==> config.mk <==
export PLATFORM = sky130hd
export DESIGN_NAME = url_tracker_param_stripper
export DESIGN_NICKNAME = d
export VERILOG_FILES = /design/src/rtl/usp_pkg.sv /design/src/rtl/usp_fifo.sv /design/src/rtl/usp_front.sv /design/src/rtl/usp_back.sv /design/src/rtl/url_tracker_param_stripper.sv
export SDC_FILE = /design/constraint.sdc
export NUM_CORES = 1
export LEC_CHECK = 0
export BUFFER_PORTS_ARGS = -buffer_cell sky130_fd_sc_hd__buf_2
export CAP_MARGIN = 20
export CORE_UTILIZATION = 63
export DETAILED_ROUTE_END_ITERATION = 8
export GPL_ROUTABILITY_DRIVEN = 1
export PLACE_DENSITY = 0.8
export SETUP_SLACK_MARGIN = 0.15
export SLEW_MARGIN = 40
export SYNTH_ARGS = -nofsm -noshare
export SYNTH_HDL_FRONTEND = slang
export SYNTH_SLANG_ARGS = --single-unit
export TNS_END_PERCENT = 1
==> constraint.sdc <==
create_clock -name clk -period 12.6 [get_ports clk]
set_input_delay 0.63 -clock clk [delete_from_list [all_inputs] [get_ports clk]]
set_output_delay 0.63 -clock clk [all_outputs]
set_load 0.03 [all_outputs]
==> src/rtl/usp_pkg.sv <==
// Shared constants, types and the tracker-name table of the URL parameter stripper.
package usp_pkg;

    // Scan modes of the URL tracker.
    localparam logic [2:0] MODE_PLAIN = 3'd0;
    localparam logic [2:0] MODE_PATH  = 3'd1;
    localparam logic [2:0] MODE_KEY   = 3'd2;
    localparam logic [2:0] MODE_VALUE = 3'd3;
    localparam logic [2:0] MODE_FRAG  = 3'd4;

    // Depth of the key hold buffer and size of the built-in tracker table.
    localparam int HOLD_DEPTH = 8;
    localparam int TRK_TABLE  = 16;

    // ASCII code units used by the scanner.
    localparam logic [7:0] CH_QUEST = 8'h3F;
    localparam logic [7:0] CH_HASH  = 8'h23;
    localparam logic [7:0] CH_AMP   = 8'h26;
    localparam logic [7:0] CH_EQ    = 8'h3D;
    localparam logic [7:0] CH_SPACE = 8'h20;
    localparam logic [7:0] CH_TAB   = 8'h09;
    localparam logic [7:0] CH_CR    = 8'h0D;
    localparam logic [7:0] CH_LF    = 8'h0A;
    localparam logic [7:0] CH_RPAR  = 8'h29;
    localparam logic [7:0] CH_RBRK  = 8'h5D;
    localparam logic [7:0] CH_GT    = 8'h3E;
    localparam logic [7:0] CH_DQUOT = 8'h22;
    localparam logic [7:0] CH_SQUOT = 8'h27;
    localparam logic [7:0] CH_LC_H  = 8'h68;
    localparam logic [7:0] CH_LC_T  = 8'h74;
    localparam logic [7:0] CH_LC_P  = 8'h70;
    localparam logic [7:0] CH_LC_S  = 8'h73;
    localparam logic [7:0] CH_COLON = 8'h3A;
    localparam logic [7:0] CH_SLASH = 8'h2F;
    localparam logic [7:0] CH_UNDER = 8'h5F;
    localparam logic [7:0] CH_UC_A  = 8'h41;
    localparam logic [7:0] CH_UC_Z  = 8'h5A;

    // Flags that travel with every output beat.
    typedef struct packed {
        logic char_valid;
        logic run_last;
        logic text_done;
        logic text_changed;
    } beat_flags_t;

    // Tracker names, right aligned: the last character sits in the low byte.
    function automatic logic [63:0] trk_word(input logic [3:0] idx);
        logic [63:0] w;
        unique case (idx)
            4'd0:    w = 64'("utm_");
            4'd1:    w = 64'("fbclid");
            4'd2:    w = 64'("gclid");
            4'd3:    w = 64'("gclsrc");
            4'd4:    w = 64'("dclid");
            4'd5:    w = 64'("msclkid");
            4'd6:    w = 64'("si");
            4'd7:    w = 64'("igshid");
            4'd8:    w = 64'("mc_eid");
            4'd9:    w = 64'("mc_cid");
            4'd10:   w = 64'("_hsenc");
            4'd11:   w = 64'("_hsmi");
            4'd12:   w = 64'("ref_src");
            4'd13:   w = 64'("ref_url");
            4'd14:   w = 64'("spm");
            default: w = 64'("vero_id");
        endcase
        return w;
    endfunction

    function automatic logic [3:0] trk_len(input logic [3:0] idx);
        logic [3:0] n;
        unique case (idx)
            4'd0:    n = 4'd4;
            4'd1:    n = 4'd6;
            4'd2:    n = 4'd5;
            4'd3:    n = 4'd6;
            4'd4:    n = 4'd5;
            4'd5:    n = 4'd7;
            4'd6:    n = 4'd2;
            4'd7:    n = 4'd6;
            4'd8:    n = 4'd6;
            4'd9:    n = 4'd6;
            4'd10:   n = 4'd6;
            4'd11:   n = 4'd5;
            4'd12:   n = 4'd7;
            4'd13:   n = 4'd7;
            4'd14:   n = 4'd3;
            default: n = 4'd7;
        endcase
        return n;
    endfunction

    // Character number pos (from the start) of tracker idx; zero past its end.
    function automatic logic [7:0] trk_char(input logic [3:0] idx, input logic [2:0] pos);
        logic [63:0] w;
        logic [3:0]  n;
        logic [2:0]  sh;
        w  = trk_word(idx);
        n  = trk_len(idx);
        sh = 3'(n - 4'd1 - {1'b0, pos});
        if ({1'b0, pos} >= n)
            return 8'h00;
        return w[{sh, 3'b000} +: 8];
    endfunction

endpackage

==> src/rtl/usp_fifo.sv <==
// Small first-word-fall-through queue built from registers.
module usp_fifo #(
    parameter int WIDTH      = 8,
    parameter int DEPTH_LOG2 = 2
) (
    input  logic             clk,
    input  logic             rst_n,
    input  logic             wr_en,
    input  logic [WIDTH-1:0] wr_data,
    input  logic             rd_en,
    output logic [WIDTH-1:0] rd_data,
    output logic             full,
    output logic             empty
);

    localparam int DEPTH = 1 << DEPTH_LOG2;

    logic [WIDTH-1:0]      slot_reg [DEPTH];
    logic [DEPTH_LOG2-1:0] wr_ptr_reg, wr_ptr_next;
    logic [DEPTH_LOG2-1:0] rd_ptr_reg, rd_ptr_next;
    logic [DEPTH_LOG2:0]   count_reg, count_next;
    logic                  do_wr, do_rd;

    assign full    = (count_reg == (DEPTH_LOG2+1)'(DEPTH));
    assign empty   = (count_reg == '0);
    assign do_wr   = wr_en && !full;
    assign do_rd   = rd_en && !empty;
    assign rd_data = slot_reg[rd_ptr_reg];

    always_comb
    begin
        wr_ptr_next = do_wr ? wr_ptr_reg + 1'b1 : wr_ptr_reg;
        rd_ptr_next = do_rd ? rd_ptr_reg + 1'b1 : rd_ptr_reg;
        count_next  = count_reg;
        if (do_wr && !do_rd)
            count_next = count_reg + 1'b1;
        else if (do_rd && !do_wr)
            count_next = count_reg - 1'b1;
    end

    always_ff @(posedge clk or negedge rst_n)
    begin
        if (!rst_n)
        begin
            wr_ptr_reg <= '0;
            rd_ptr_reg <= '0;
            count_reg  <= '0;
        end
        else
        begin
            wr_ptr_reg <= wr_ptr_next;
            rd_ptr_reg <= rd_ptr_next;
            count_reg  <= count_next;
        end
    end

    always_ff @(posedge clk)
    begin
        if (do_wr)
            slot_reg[wr_ptr_reg] <= wr_data;
    end

    // Occupancy can never pass the depth.
    a_count_bound: assert property (@(posedge clk) disable iff (!rst_n)
        count_reg <= (DEPTH_LOG2+1)'(DEPTH))
        else $error("queue occupancy above depth");

endmodule

==> src/rtl/usp_front.sv <==
// Front part: scans each character, tracks URL state and emits at most one expansion command per item.
module usp_front #(
    parameter int CHAR_BITS     = 16,
    parameter int TRACKER_COUNT = 16
) (
    input  logic                          clk,
    input  logic                          rst_n,
    input  logic                          push,
    input  logic [CHAR_BITS-1:0]          in_char,
    input  logic                          char_present,
    input  logic                          text_end,
    input  logic                          cmd_full,
    output logic                          cmd_push,
    output logic [9*CHAR_BITS+8:0]        cmd_data
);

    localparam int CW   = CHAR_BITS;
    localparam int HD   = usp_pkg::HOLD_DEPTH;
    localparam int NTRK = (TRACKER_COUNT < usp_pkg::TRK_TABLE) ?
                          TRACKER_COUNT : usp_pkg::TRK_TABLE;

    localparam logic [CW-1:0] C_QUEST = CW'(usp_pkg::CH_QUEST);
    localparam logic [CW-1:0] C_HASH  = CW'(usp_pkg::CH_HASH);
    localparam logic [CW-1:0] C_AMP   = CW'(usp_pkg::CH_AMP);
    localparam logic [CW-1:0] C_EQ    = CW'(usp_pkg::CH_EQ);
    localparam logic [CW-1:0] C_H     = CW'(usp_pkg::CH_LC_H);
    localparam logic [CW-1:0] C_T     = CW'(usp_pkg::CH_LC_T);
    localparam logic [CW-1:0] C_P     = CW'(usp_pkg::CH_LC_P);
    localparam logic [CW-1:0] C_S     = CW'(usp_pkg::CH_LC_S);
    localparam logic [CW-1:0] C_COLON = CW'(usp_pkg::CH_COLON);
    localparam logic [CW-1:0] C_SLASH = CW'(usp_pkg::CH_SLASH);
    localparam logic [CW-1:0] C_UNDER = CW'(usp_pkg::CH_UNDER);
    localparam logic [CW-1:0] C_UC_A  = CW'(usp_pkg::CH_UC_A);
    localparam logic [CW-1:0] C_UC_Z  = CW'(usp_pkg::CH_UC_Z);

    logic            accept;
    logic [2:0]      mode_reg, mode_next;
    logic [3:0]      spos_reg, spos_next;
    logic [3:0]      hcnt_reg, hcnt_next;
    logic [NTRK-1:0] cmask_reg, cmask_next;
    logic            pend_reg, pend_next;
    logic            kept_reg, kept_next;
    logic            dropped_reg, dropped_next;
    logic            dropping_reg, dropping_next;
    logic            changed_reg, changed_next;
    logic [CW-1:0]   held_reg [HD];
    logic [CW-1:0]   held_next [HD];

    // Command fields.
    logic            e_sep_en, e_sep_amp, e_tail_en;
    logic [3:0]      e_hold_n;
    logic [CW-1:0]   e_tail;
    logic [HD*CW-1:0] e_hold;

    logic            is_delim, eu_first, eu, fk, exact, put_c, cq;
    logic            kc_keep, kc_drop, prefix_hit, do_keep, do_drop;
    logic [NTRK-1:0] nm;
    logic [CW-1:0]   fc;
    logic [3:0]      np;

    assign accept = push && !cmd_full;

    assign is_delim = (in_char == CW'(usp_pkg::CH_SPACE)) || (in_char == CW'(usp_pkg::CH_TAB))
                   || (in_char == CW'(usp_pkg::CH_CR))    || (in_char == CW'(usp_pkg::CH_LF))
                   || (in_char == CW'(usp_pkg::CH_RPAR))  || (in_char == CW'(usp_pkg::CH_RBRK))
                   || (in_char == CW'(usp_pkg::CH_GT))    || (in_char == CW'(usp_pkg::CH_DQUOT))
                   || (in_char == CW'(usp_pkg::CH_SQUOT));

    assign fc = (in_char >= C_UC_A && in_char <= C_UC_Z) ? in_char + CW'(32) : in_char;

    always_comb
    begin
        mode_next     = mode_reg;
        spos_next     = spos_reg;
        hcnt_next     = hcnt_reg;
        cmask_next    = cmask_reg;
        pend_next     = pend_reg;
        kept_next     = kept_reg;
        dropped_next  = dropped_reg;
        dropping_next = dropping_reg;
        changed_next  = changed_reg;
        held_next     = held_reg;
        e_sep_en      = 1'b0;
        e_sep_amp     = 1'b0;
        e_tail_en     = 1'b0;
        e_tail        = '0;
        e_hold_n      = 4'd0;
        e_hold        = '0;
        fk            = 1'b0;
        exact         = 1'b0;
        put_c         = 1'b0;
        cq            = 1'b0;
        kc_keep       = 1'b0;
        kc_drop       = 1'b0;
        prefix_hit    = 1'b0;
        nm            = '0;
        np            = 4'd0;

        eu_first = char_present && (mode_reg != usp_pkg::MODE_PLAIN) && is_delim;

        // Work that the character itself does, before any key decision.
        if (char_present && !eu_first)
        begin
            unique case (mode_reg)
                usp_pkg::MODE_PLAIN:
                begin
                    put_c = 1'b1;
                    if (spos_reg < 4'd4 && ((spos_reg == 4'd0 && in_char == C_H) ||
                        (spos_reg == 4'd1 && in_char == C_T) ||
                        (spos_reg == 4'd2 && in_char == C_T) ||
                        (spos_reg == 4'd3 && in_char == C_P)))
                        np = spos_reg + 4'd1;
                    else if (spos_reg == 4'd4 && in_char == C_S)
                        np = 4'd5;
                    else if ((spos_reg == 4'd4 || spos_reg == 4'd5) && in_char == C_COLON)
                        np = 4'd6;
                    else if (spos_reg == 4'd6 && in_char == C_SLASH)
                        np = 4'd7;
                    else if (spos_reg == 4'd7 && in_char == C_SLASH)
                        np = 4'd8;
                    else
                        np = (in_char == C_H) ? 4'd1 : 4'd0;
                    if (np == 4'd8)
                    begin
                        mode_next     = usp_pkg::MODE_PATH;
                        spos_next     = 4'd0;
                        kept_next     = 1'b0;
                        dropped_next  = 1'b0;
                        pend_next     = 1'b0;
                        hcnt_next     = 4'd0;
                        cmask_next    = '1;
                        dropping_next = 1'b0;
                    end
                    else
                    begin
                        spos_next = np;
                    end
                end
                usp_pkg::MODE_PATH:
                begin
                    if (in_char == C_QUEST)
                    begin
                        pend_next     = 1'b1;
                        hcnt_next     = 4'd0;
                        cmask_next    = '1;
                        dropping_next = 1'b0;
                        mode_next     = usp_pkg::MODE_KEY;
                    end
                    else
                    begin
                        put_c = 1'b1;
                    end
                end
                usp_pkg::MODE_KEY:
                begin
                    if (in_char == C_AMP || in_char == C_EQ)
                    begin
                        fk = 1'b1;
                    end
                    else if (in_char == C_HASH)
                    begin
                        fk = (hcnt_reg != 4'd0);
                    end
                    else
                    begin
                        // Narrow the tracker candidates by one more key character.
                        for (int i = 0; i < NTRK; i++)
                        begin
                            if (cmask_reg[i] && hcnt_reg < usp_pkg::trk_len(4'(i)) &&
                                hcnt_reg < 4'(HD) &&
                                fc == CW'(usp_pkg::trk_char(4'(i), hcnt_reg[2:0])))
                            begin
                                nm[i] = 1'b1;
                                if (usp_pkg::trk_len(4'(i)) == hcnt_reg + 4'd1 &&
                                    CW'(usp_pkg::trk_char(4'(i), hcnt_reg[2:0])) == C_UNDER)
                                    prefix_hit = 1'b1;
                            end
                        end
                        cmask_next = nm;
                        if (prefix_hit)
                        begin
                            kc_drop   = 1'b1;
                            mode_next = usp_pkg::MODE_VALUE;
                        end
                        else if (nm == '0 || hcnt_reg >= 4'(HD))
                        begin
                            kc_keep   = 1'b1;
                            put_c     = 1'b1;
                            mode_next = usp_pkg::MODE_VALUE;
                        end
                        else
                        begin
                            held_next[hcnt_reg[2:0]] = in_char;
                            hcnt_next = hcnt_reg + 4'd1;
                        end
                    end
                end
                usp_pkg::MODE_VALUE:
                begin
                    if (in_char == C_AMP)
                    begin
                        pend_next     = 1'b1;
                        hcnt_next     = 4'd0;
                        cmask_next    = '1;
                        dropping_next = 1'b0;
                        mode_next     = usp_pkg::MODE_KEY;
                    end
                    else if (in_char == C_HASH)
                    begin
                        cq        = 1'b1;
                        put_c     = 1'b1;
                        mode_next = usp_pkg::MODE_FRAG;
                    end
                    else
                    begin
                        put_c = !dropping_reg;
                    end
                end
                default:
                begin
                    put_c = 1'b1;
                end
            endcase
        end

        // The URL closes on a delimiter, or at text end while inside one.
        eu = eu_first || (text_end && mode_next != usp_pkg::MODE_PLAIN);
        if (eu && mode_next == usp_pkg::MODE_KEY && hcnt_next != 4'd0)
            fk = 1'b1;

        if (fk)
        begin
            for (int i = 0; i < NTRK; i++)
            begin
                if (cmask_next[i] && usp_pkg::trk_len(4'(i)) == hcnt_next)
                    exact = 1'b1;
            end
        end

        do_keep = kc_keep || (fk && !exact);
        do_drop = kc_drop || (fk && exact);

        if (do_keep)
        begin
            if (pend_next)
            begin
                e_sep_en  = 1'b1;
                e_sep_amp = kept_next;
            end
            e_hold_n = hcnt_next;
            for (int k = 0; k < HD; k++)
                e_hold[k*CW +: CW] = held_next[k];
            pend_next     = 1'b0;
            hcnt_next     = 4'd0;
            kept_next     = 1'b1;
            dropping_next = 1'b0;
        end
        if (do_drop)
        begin
            hcnt_next     = 4'd0;
            dropping_next = 1'b1;
            dropped_next  = 1'b1;
        end

        // What a key delimiter does once its key is decided.
        if (fk && char_present && mode_reg == usp_pkg::MODE_KEY && !eu_first)
        begin
            if (in_char == C_AMP)
            begin
                pend_next     = 1'b1;
                hcnt_next     = 4'd0;
                cmask_next    = '1;
                dropping_next = 1'b0;
            end
            else if (in_char == C_EQ)
            begin
                put_c     = !dropping_next;
                mode_next = usp_pkg::MODE_VALUE;
            end
        end
        if (char_present && mode_reg == usp_pkg::MODE_KEY && !eu_first && in_char == C_HASH)
        begin
            cq        = 1'b1;
            put_c     = 1'b1;
            mode_next = usp_pkg::MODE_FRAG;
        end

        // Closing the query: restore a separator only when nothing was removed.
        if (cq || eu)
        begin
            if (pend_next && !dropped_next)
            begin
                if (!e_sep_en && e_hold_n == 4'd0)
                begin
                    e_sep_en  = 1'b1;
                    e_sep_amp = kept_next;
                end
                else
                begin
                    e_tail_en = 1'b1;
                    e_tail    = kept_next ? C_AMP : C_QUEST;
                end
            end
            pend_next = 1'b0;
        end

        if (eu)
        begin
            if (dropped_next)
                changed_next = 1'b1;
            mode_next     = usp_pkg::MODE_PLAIN;
            spos_next     = 4'd0;
            kept_next     = 1'b0;
            dropped_next  = 1'b0;
            hcnt_next     = 4'd0;
            cmask_next    = '1;
            dropping_next = 1'b0;
        end

        // The delimiter that closes a URL is copied after everything the URL released.
        if (put_c || eu_first)
        begin
            e_tail_en = 1'b1;
            e_tail    = in_char;
        end

        cmd_data = {text_end, changed_next, e_sep_en, e_sep_amp, e_tail_en,
                    e_hold_n, e_tail, e_hold};
        cmd_push = accept && (text_end || e_sep_en || e_tail_en || e_hold_n != 4'd0);

        if (text_end)
        begin
            mode_next     = usp_pkg::MODE_PLAIN;
            spos_next     = 4'd0;
            hcnt_next     = 4'd0;
            cmask_next    = '1;
            pend_next     = 1'b0;
            kept_next     = 1'b0;
            dropped_next  = 1'b0;
            dropping_next = 1'b0;
            changed_next  = 1'b0;
        end
    end

    always_ff @(posedge clk or negedge rst_n)
    begin
        if (!rst_n)
        begin
            mode_reg     <= usp_pkg::MODE_PLAIN;
            spos_reg     <= 4'd0;
            hcnt_reg     <= 4'd0;
            cmask_reg    <= '1;
            pend_reg     <= 1'b0;
            kept_reg     <= 1'b0;
            dropped_reg  <= 1'b0;
            dropping_reg <= 1'b0;
            changed_reg  <= 1'b0;
        end
        else if (accept)
        begin
            mode_reg     <= mode_next;
            spos_reg     <= spos_next;
            hcnt_reg     <= hcnt_next;
            cmask_reg    <= cmask_next;
            pend_reg     <= pend_next;
            kept_reg     <= kept_next;
            dropped_reg  <= dropped_next;
            dropping_reg <= dropping_next;
            changed_reg  <= changed_next;
        end
    end

    always_ff @(posedge clk)
    begin
        if (accept)
            held_reg <= held_next;
    end

    a_hold_bound: assert property (@(posedge clk) disable iff (!rst_n)
        hcnt_reg <= 4'(HD))
        else $error("key hold count above buffer depth");

    a_text_end_clears: assert property (@(posedge clk) disable iff (!rst_n)
        accept && text_end |=> mode_reg == usp_pkg::MODE_PLAIN && !changed_reg &&
                               hcnt_reg == 4'd0)
        else $error("state not cleared after text end");

    a_cmd_room: assert property (@(posedge clk) disable iff (!rst_n)
        cmd_push |-> !cmd_full)
        else $error("command written into a full queue");

endmodule

==> src/rtl/usp_back.sv <==
// Back part: expands each command into output beats, one beat per cycle while the result queue has room.
module usp_back #(
    parameter int CHAR_BITS = 16
) (
    input  logic                     clk,
    input  logic                     rst_n,
    input  logic                     cmd_valid,
    input  logic [9*CHAR_BITS+8:0]   cmd_data,
    output logic                     cmd_pop,
    input  logic                     beat_full,
    output logic                     beat_push,
    output logic [CHAR_BITS-1:0]     beat_char,
    output usp_pkg::beat_flags_t     beat_flags
);

    localparam int CW = CHAR_BITS;
    localparam int HD = usp_pkg::HOLD_DEPTH;
    localparam int HB = HD * CW;

    logic [3:0]    k_reg, k_next;
    logic [CW-1:0] c_tail;
    logic [3:0]    c_hold_n, beat_total, j;
    logic          c_tail_en, c_sep_amp, c_sep_en, c_changed, c_fin, last, fire;

    assign c_tail    = cmd_data[HB +: CW];
    assign c_hold_n  = cmd_data[HB+CW +: 4];
    assign c_tail_en = cmd_data[HB+CW+4];
    assign c_sep_amp = cmd_data[HB+CW+5];
    assign c_sep_en  = cmd_data[HB+CW+6];
    assign c_changed = cmd_data[HB+CW+7];
    assign c_fin     = cmd_data[HB+CW+8];

    always_comb
    begin
        beat_total = {3'b000, c_sep_en} + c_hold_n + {3'b000, c_tail_en};
        if (beat_total == 4'd0)
            beat_total = 4'd1;
        j    = k_reg - {3'b000, c_sep_en};
        last = (k_reg == beat_total - 4'd1);
        beat_flags.char_valid = 1'b1;
        if (c_sep_en && k_reg == 4'd0)
            beat_char = c_sep_amp ? CW'(usp_pkg::CH_AMP) : CW'(usp_pkg::CH_QUEST);
        else if (j < c_hold_n)
            beat_char = cmd_data[j[2:0]*CW +: CW];
        else if (c_tail_en)
            beat_char = c_tail;
        else
        begin
            beat_char = '0;
            beat_flags.char_valid = 1'b0;
        end
        beat_flags.run_last     = last;
        beat_flags.text_done    = last && c_fin;
        beat_flags.text_changed = last && c_fin && c_changed;
        fire      = cmd_valid && !beat_full;
        beat_push = fire;
        cmd_pop   = fire && last;
        k_next    = k_reg;
        if (fire)
            k_next = last ? 4'd0 : k_reg + 4'd1;
    end

    always_ff @(posedge clk or negedge rst_n)
    begin
        if (!rst_n)
            k_reg <= 4'd0;
        else
            k_reg <= k_next;
    end

    a_beat_in_range: assert property (@(posedge clk) disable iff (!rst_n)
        cmd_valid |-> k_reg < beat_total)
        else $error("beat counter ran past the command");

endmodule

==> src/rtl/url_tracker_param_stripper.sv <==
// Top level of the streaming URL tracker-parameter stripper.
//
//  Channel | Direction | Handshake       | Beat contents
//  --------+-----------+-----------------+-----------------------------------------------
//  input   | in        | push / full     | in_char, char_present, text_end
//  result  | out       | pop / empty     | out_char, char_valid, run_last, text_done,
//          |           |                 | text_changed
//
// One input beat is accepted per cycle whenever the command queue has room; the front
// scanner decides each character combinationally. Each beat yields zero to nine result
// beats, and the back expander delivers one result beat per cycle while the result queue
// has room, so a beat that releases held key characters occupies the back end until all
// its result beats are out. A four-entry command queue lets the scanner run ahead of the
// expander, and a two-entry result queue parts the expander from the consumer. Reset is
// asynchronous and active low; it clears all control state and both queues. Results pass
// through the command queue and then the result queue before they reach the consumer.
module url_tracker_param_stripper #(
    parameter int CHAR_BITS     = 16,
    parameter int TRACKER_COUNT = 16
) (
    input  logic                 clk,
    input  logic                 rst_n,
    input  logic                 push,
    output logic                 full,
    input  logic [CHAR_BITS-1:0] in_char,
    input  logic                 char_present,
    input  logic                 text_end,
    input  logic                 pop,
    output logic                 empty,
    output logic [CHAR_BITS-1:0] out_char,
    output logic                 char_valid,
    output logic                 run_last,
    output logic                 text_done,
    output logic                 text_changed
);

    localparam int CMD_W  = 9 * CHAR_BITS + 9;
    localparam int BEAT_W = CHAR_BITS + 4;

    logic                 cmd_push, cmd_full, cmd_empty, cmd_pop;
    logic [CMD_W-1:0]     cmd_wr, cmd_rd;
    logic                 beat_push, beat_full;
    logic [CHAR_BITS-1:0] beat_char;
    usp_pkg::beat_flags_t beat_flags, out_flags;
    logic [BEAT_W-1:0]    out_rd;

    // The front scanner classifies characters and records what each one releases.
    usp_front #(
        .CHAR_BITS     (CHAR_BITS),
        .TRACKER_COUNT (TRACKER_COUNT)
    ) u_front (
        .clk          (clk),
        .rst_n        (rst_n),
        .push         (push),
        .in_char      (in_char),
        .char_present (char_present),
        .text_end     (text_end),
        .cmd_full     (cmd_full),
        .cmd_push     (cmd_push),
        .cmd_data     (cmd_wr)
    );

    assign full = cmd_full;

    // Commands wait here so the scanner keeps taking input during long expansions.
    usp_fifo #(
        .WIDTH      (CMD_W),
        .DEPTH_LOG2 (2)
    ) u_cmd_q (
        .clk     (clk),
        .rst_n   (rst_n),
        .wr_en   (cmd_push),
        .wr_data (cmd_wr),
        .rd_en   (cmd_pop),
        .rd_data (cmd_rd),
        .full    (cmd_full),
        .empty   (cmd_empty)
    );

    // The back expander turns each command into separator, held and current characters.
    usp_back #(
        .CHAR_BITS (CHAR_BITS)
    ) u_back (
        .clk        (clk),
        .rst_n      (rst_n),
        .cmd_valid  (!cmd_empty),
        .cmd_data   (cmd_rd),
        .cmd_pop    (cmd_pop),
        .beat_full  (beat_full),
        .beat_push  (beat_push),
        .beat_char  (beat_char),
        .beat_flags (beat_flags)
    );

    // The result queue holds finished beats while the consumer stalls.
    usp_fifo #(
        .WIDTH      (BEAT_W),
        .DEPTH_LOG2 (1)
    ) u_out_q (
        .clk     (clk),
        .rst_n   (rst_n),
        .wr_en   (beat_push),
        .wr_data ({beat_flags, beat_char}),
        .rd_en   (pop),
        .rd_data (out_rd),
        .full    (beat_full),
        .empty   (empty)
    );

    assign out_char     = out_rd[CHAR_BITS-1:0];
    assign out_flags    = usp_pkg::beat_flags_t'(out_rd[CHAR_BITS +: 4]);
    assign char_valid   = out_flags.char_valid;
    assign run_last     = out_flags.run_last;
    assign text_done    = out_flags.text_done;
    assign text_changed = out_flags.text_changed;

endmodule
==> impl_metrics.toml <==
[floorplanning]
ios = 44
design.die.area_mm2 = 0.06044
initial_core_util_pct = 63.59
die_h_um = 245.8
die_w_um = 245.8
core_mm2 = 0.05891
rows = 89

[synthesis]
yosysMostFrequentCell = "edfxtp_1"
synth_top_area_share_pct = 62.53
synthMuxAreaShare_pct = 13.62
synth_top_family_by_area = "multiplexers"
synth_largest_area_cell = "edfxtp_1"
synth-simple-area-share_pct = 9.910
synth_common_cells = "edfxtp_1, mux4_2, nor2b_1, nand2_1, and2_1"
synth_fa_ha_area_share_pct = 1.543
synthXorXnorAreaFrac_pct = 1.470
synth_area_leaders = "edfxtp_1, mux4_2, nor2b_1"
yosysSeqAreaShare_pct = 65.72
synth-seq-cells = 827
synth.distinct_cells = 93
synth-compound-area-share_pct = 5.765
synth_edf_count = 780
ys.flop_type = "edfxtp_1"
synth_warnings = 0
syn_nets = 2424
avgSynthCellArea_um2 = 15.89
synth_area_mm2 = 0.03746
synth_cells = 2357
synthArstFlopShare_pct = 5.683

[worst_setup_path]
end_kind = "flop"
worstReg2RegStart = "u_front.hcnt_reg[2]$_DFFE_PN0P_"
worstPathRequired_ps = 12840
r2r_end = "u_cmd_q.slot_reg[1][74]$_DFFE_PP_"
worst-path-max-fanout = 49
ff2ff_setup_slack_ps = 4860
worstPathArrival_ps = 7990
rr_worst_depth = 20
critPathCapture = "u_cmd_q.slot_reg[1][74]$_DFFE_PP_"
crit_type = "flop to flop"
worstSetupStartpointType = "flop"
cp-startpoint = "u_front.hcnt_reg[2]$_DFFE_PN0P_"

[timing]
finalHoldViolations = 0
final.period_utilization_pct = 61.44
slew_violations = 0
slew_headroom_pct = 42.23
rsz0062_at_grt = "false"
clock-skew-final_ps = 26.04
max_freq_mhz = 129.2
holdWs_ps = 113.1
fin_setup_tns_ps = 0
worstMarginPinSlew_ps = 842.5
period_minus_slack_ps = 7742
setup_viol = 0

[clock_network]
cts_hold_buf = 0
cts_tree = "done"
insertion_delay_ps = 630
clock-sinks = 827
cts-root-buf = "clkbuf_16"
post_cts_buffers = 0
cts_buffers = 80
ctsResizeCount = 0
clk_path_buf_depth = 3
htree_levels = 3
clk_pin_slew_ps = 60

[detailed_routing]
drtAntennaViolNets = 0
wl_per_cell_um = 29.58
vias = 22260
detail_route.first_pass.iterations = 5
drc_errors = 0
viasPerCell = 6.922
drt_iter0_markers = 2619
routed_wirelength_um = 95080

[cells_and_area]
seqCellArea_mm2 = 0.02463
drive_gt1_share_pct = 20.90
largest_reg_flops = 612
layout.cells.non_filler = 3215
fin_nets = 2446
multiInputGateArea_mm2 = 0.01222
syn2layout_area_growth_pct = 9.700
fillers = 3523

[grt]
grt_first_pass_wirelength_um = 141200
overflow = 0
grt_usage_pct = 31.85
grt_max_degree = 119
grt_pass1_vias = 22140
grt_antenna_before_repair = 2

[power]
power_density_mw_per_mm2 = 224.3
peakVddDrop_uv = 223.3
p_leak_nw = 13.60

[place]
portBuffers = 43
gp_congestion = 0.9525
dp_hpwl_um = 53530
place.detailed.instances = 3068

[status]
run_status = "finished clean"

[job]
max-cap-violations = 0

[worst_hold_path]
min_path_type = "input port to asynchronous set/reset pin"
-- report_power, final --
group / internal (mW) / switching (mW)
logic: 1.25 / 1.77
clock network: 1.28 / 1.02
registers: 3.68 / 0.211
-- layout make-up --
class | instances | area share (%)
flip-flops and latches | 827 | 59.93
clock inverters | 37 | 0.7704
diodes | 2 | 0.01218
inverters | 42 | 0.4019
repair buffers | 84 | 1.501
multi-input cells | 1344 | 29.74
clock buffers | 106 | 5.289
well taps | 773 | 2.354
-- layout by cell type, fill, tap and decap left out, types with 29 or more instances in the layout --
cell type / synthesis / layout
edfxtp_1: 780 / 780
mux4_2: 184 / 184
nor2b_1: 153 / 153
nand2_1: 105 / 105
and2_1: 98 / 93
clkbuf_16: 0 / 83
nor2_1: 82 / 81
o21ai_0: 78 / 78
mux2_2: 63 / 63
a21oi_1: 58 / 58
xnor2_1: 47 / 47
nand3_1: 47 / 43
buf_2: 19 / 43
ha_1: 43 / 41
inv_1: 36 / 35
nor3_1: 32 / 31
nand2b_1: 29 / 29
-- stage by stage --
stage | utilization [%] | area, um2 | power (mW) | worst slack, ps
floorplan | - | 37460 | 5.960 | 3174
global placement | 65.21 | 38420 | 6.737 | 4484
detailed placement | 65.41 | 38530 | 6.873 | 4932
CTS | 69.64 | 41020 | 9.231 | 4872
global route | 69.75 | 41090 | 9.532 | 4440
finish | 69.76 | 41090 | 9.219 | 4858
-- worst max-delay path, stage by stage (launching register included) --
cell      delay, ps
dfrtp_1         320
buf_4           340
inv_1           330
ha_1            900
mux2i_1         330
or4b_2          620
o22ai_1         230
nor3b_1         100
or4_1           540
nand3_1         170
o31ai_1         100
a311oi_2        430
mux2_2          390
nand4b_1        140
o21ai_2         110
o41ai_4         210
buf_4           240
buf_6           160
o31a_4          190
and2_4          710
buf_4           720
-- how the worst min path moves through the flow --
| stage | startpoint | endpoint | slack, ps | cells after the start |
|---|---|---|---|---|
| floorplan | rst_n | u_back.k_reg[0]$_DFFE_PN0P_ | 330 | 0 |
| global placement | u_front.dropped_reg$_DFFE_PN0P_ | u_front.dropped_reg$_DFFE_PN0P_ | 460 | 2 |
| detailed placement | u_front.kept_reg$_DFFE_PN0P_ | u_front.kept_reg$_DFFE_PN0P_ | 470 | 2 |
| CTS | rst_n | u_front.hcnt_reg[1]$_DFFE_PN0P_ | 130 | 2 |
| global route | rst_n | u_front.dropping_reg$_DFFE_PN0P_ | 170 | 2 |
| finish | rst_n | u_front.hcnt_reg[1]$_DFFE_PN0P_ | 110 | 2 |
-- cell families (layout without fill, tap and decap cells) --
logic type	Yosys count	count (layout)
multiplexers	271	271
other	0	2
XOR/XNOR	62	62
buffers and inverters	186	269
AND/OR/NAND/NOR	661	661
adder cells (fa/ha/maj)	45	45
flip-flops	827	827
AO/OA/AOI/OAI	305	305
-- layer usage --
| layer | GRT usage (%) | vias to the layer above | share of wire, % |
|---|---|---|---|
| met5 | 0 | - | 0 |
| met4 | 11.66 | 0 | 3.7 |
| met3 | 5.326 | 235 | 8.6 |
| met2 | 52.20 | 1324 | 49 |
| met1 | 43.30 | 11400 | 38 |
| li1 | - | 9300 | - |
(Power assumes the default switching activity.)
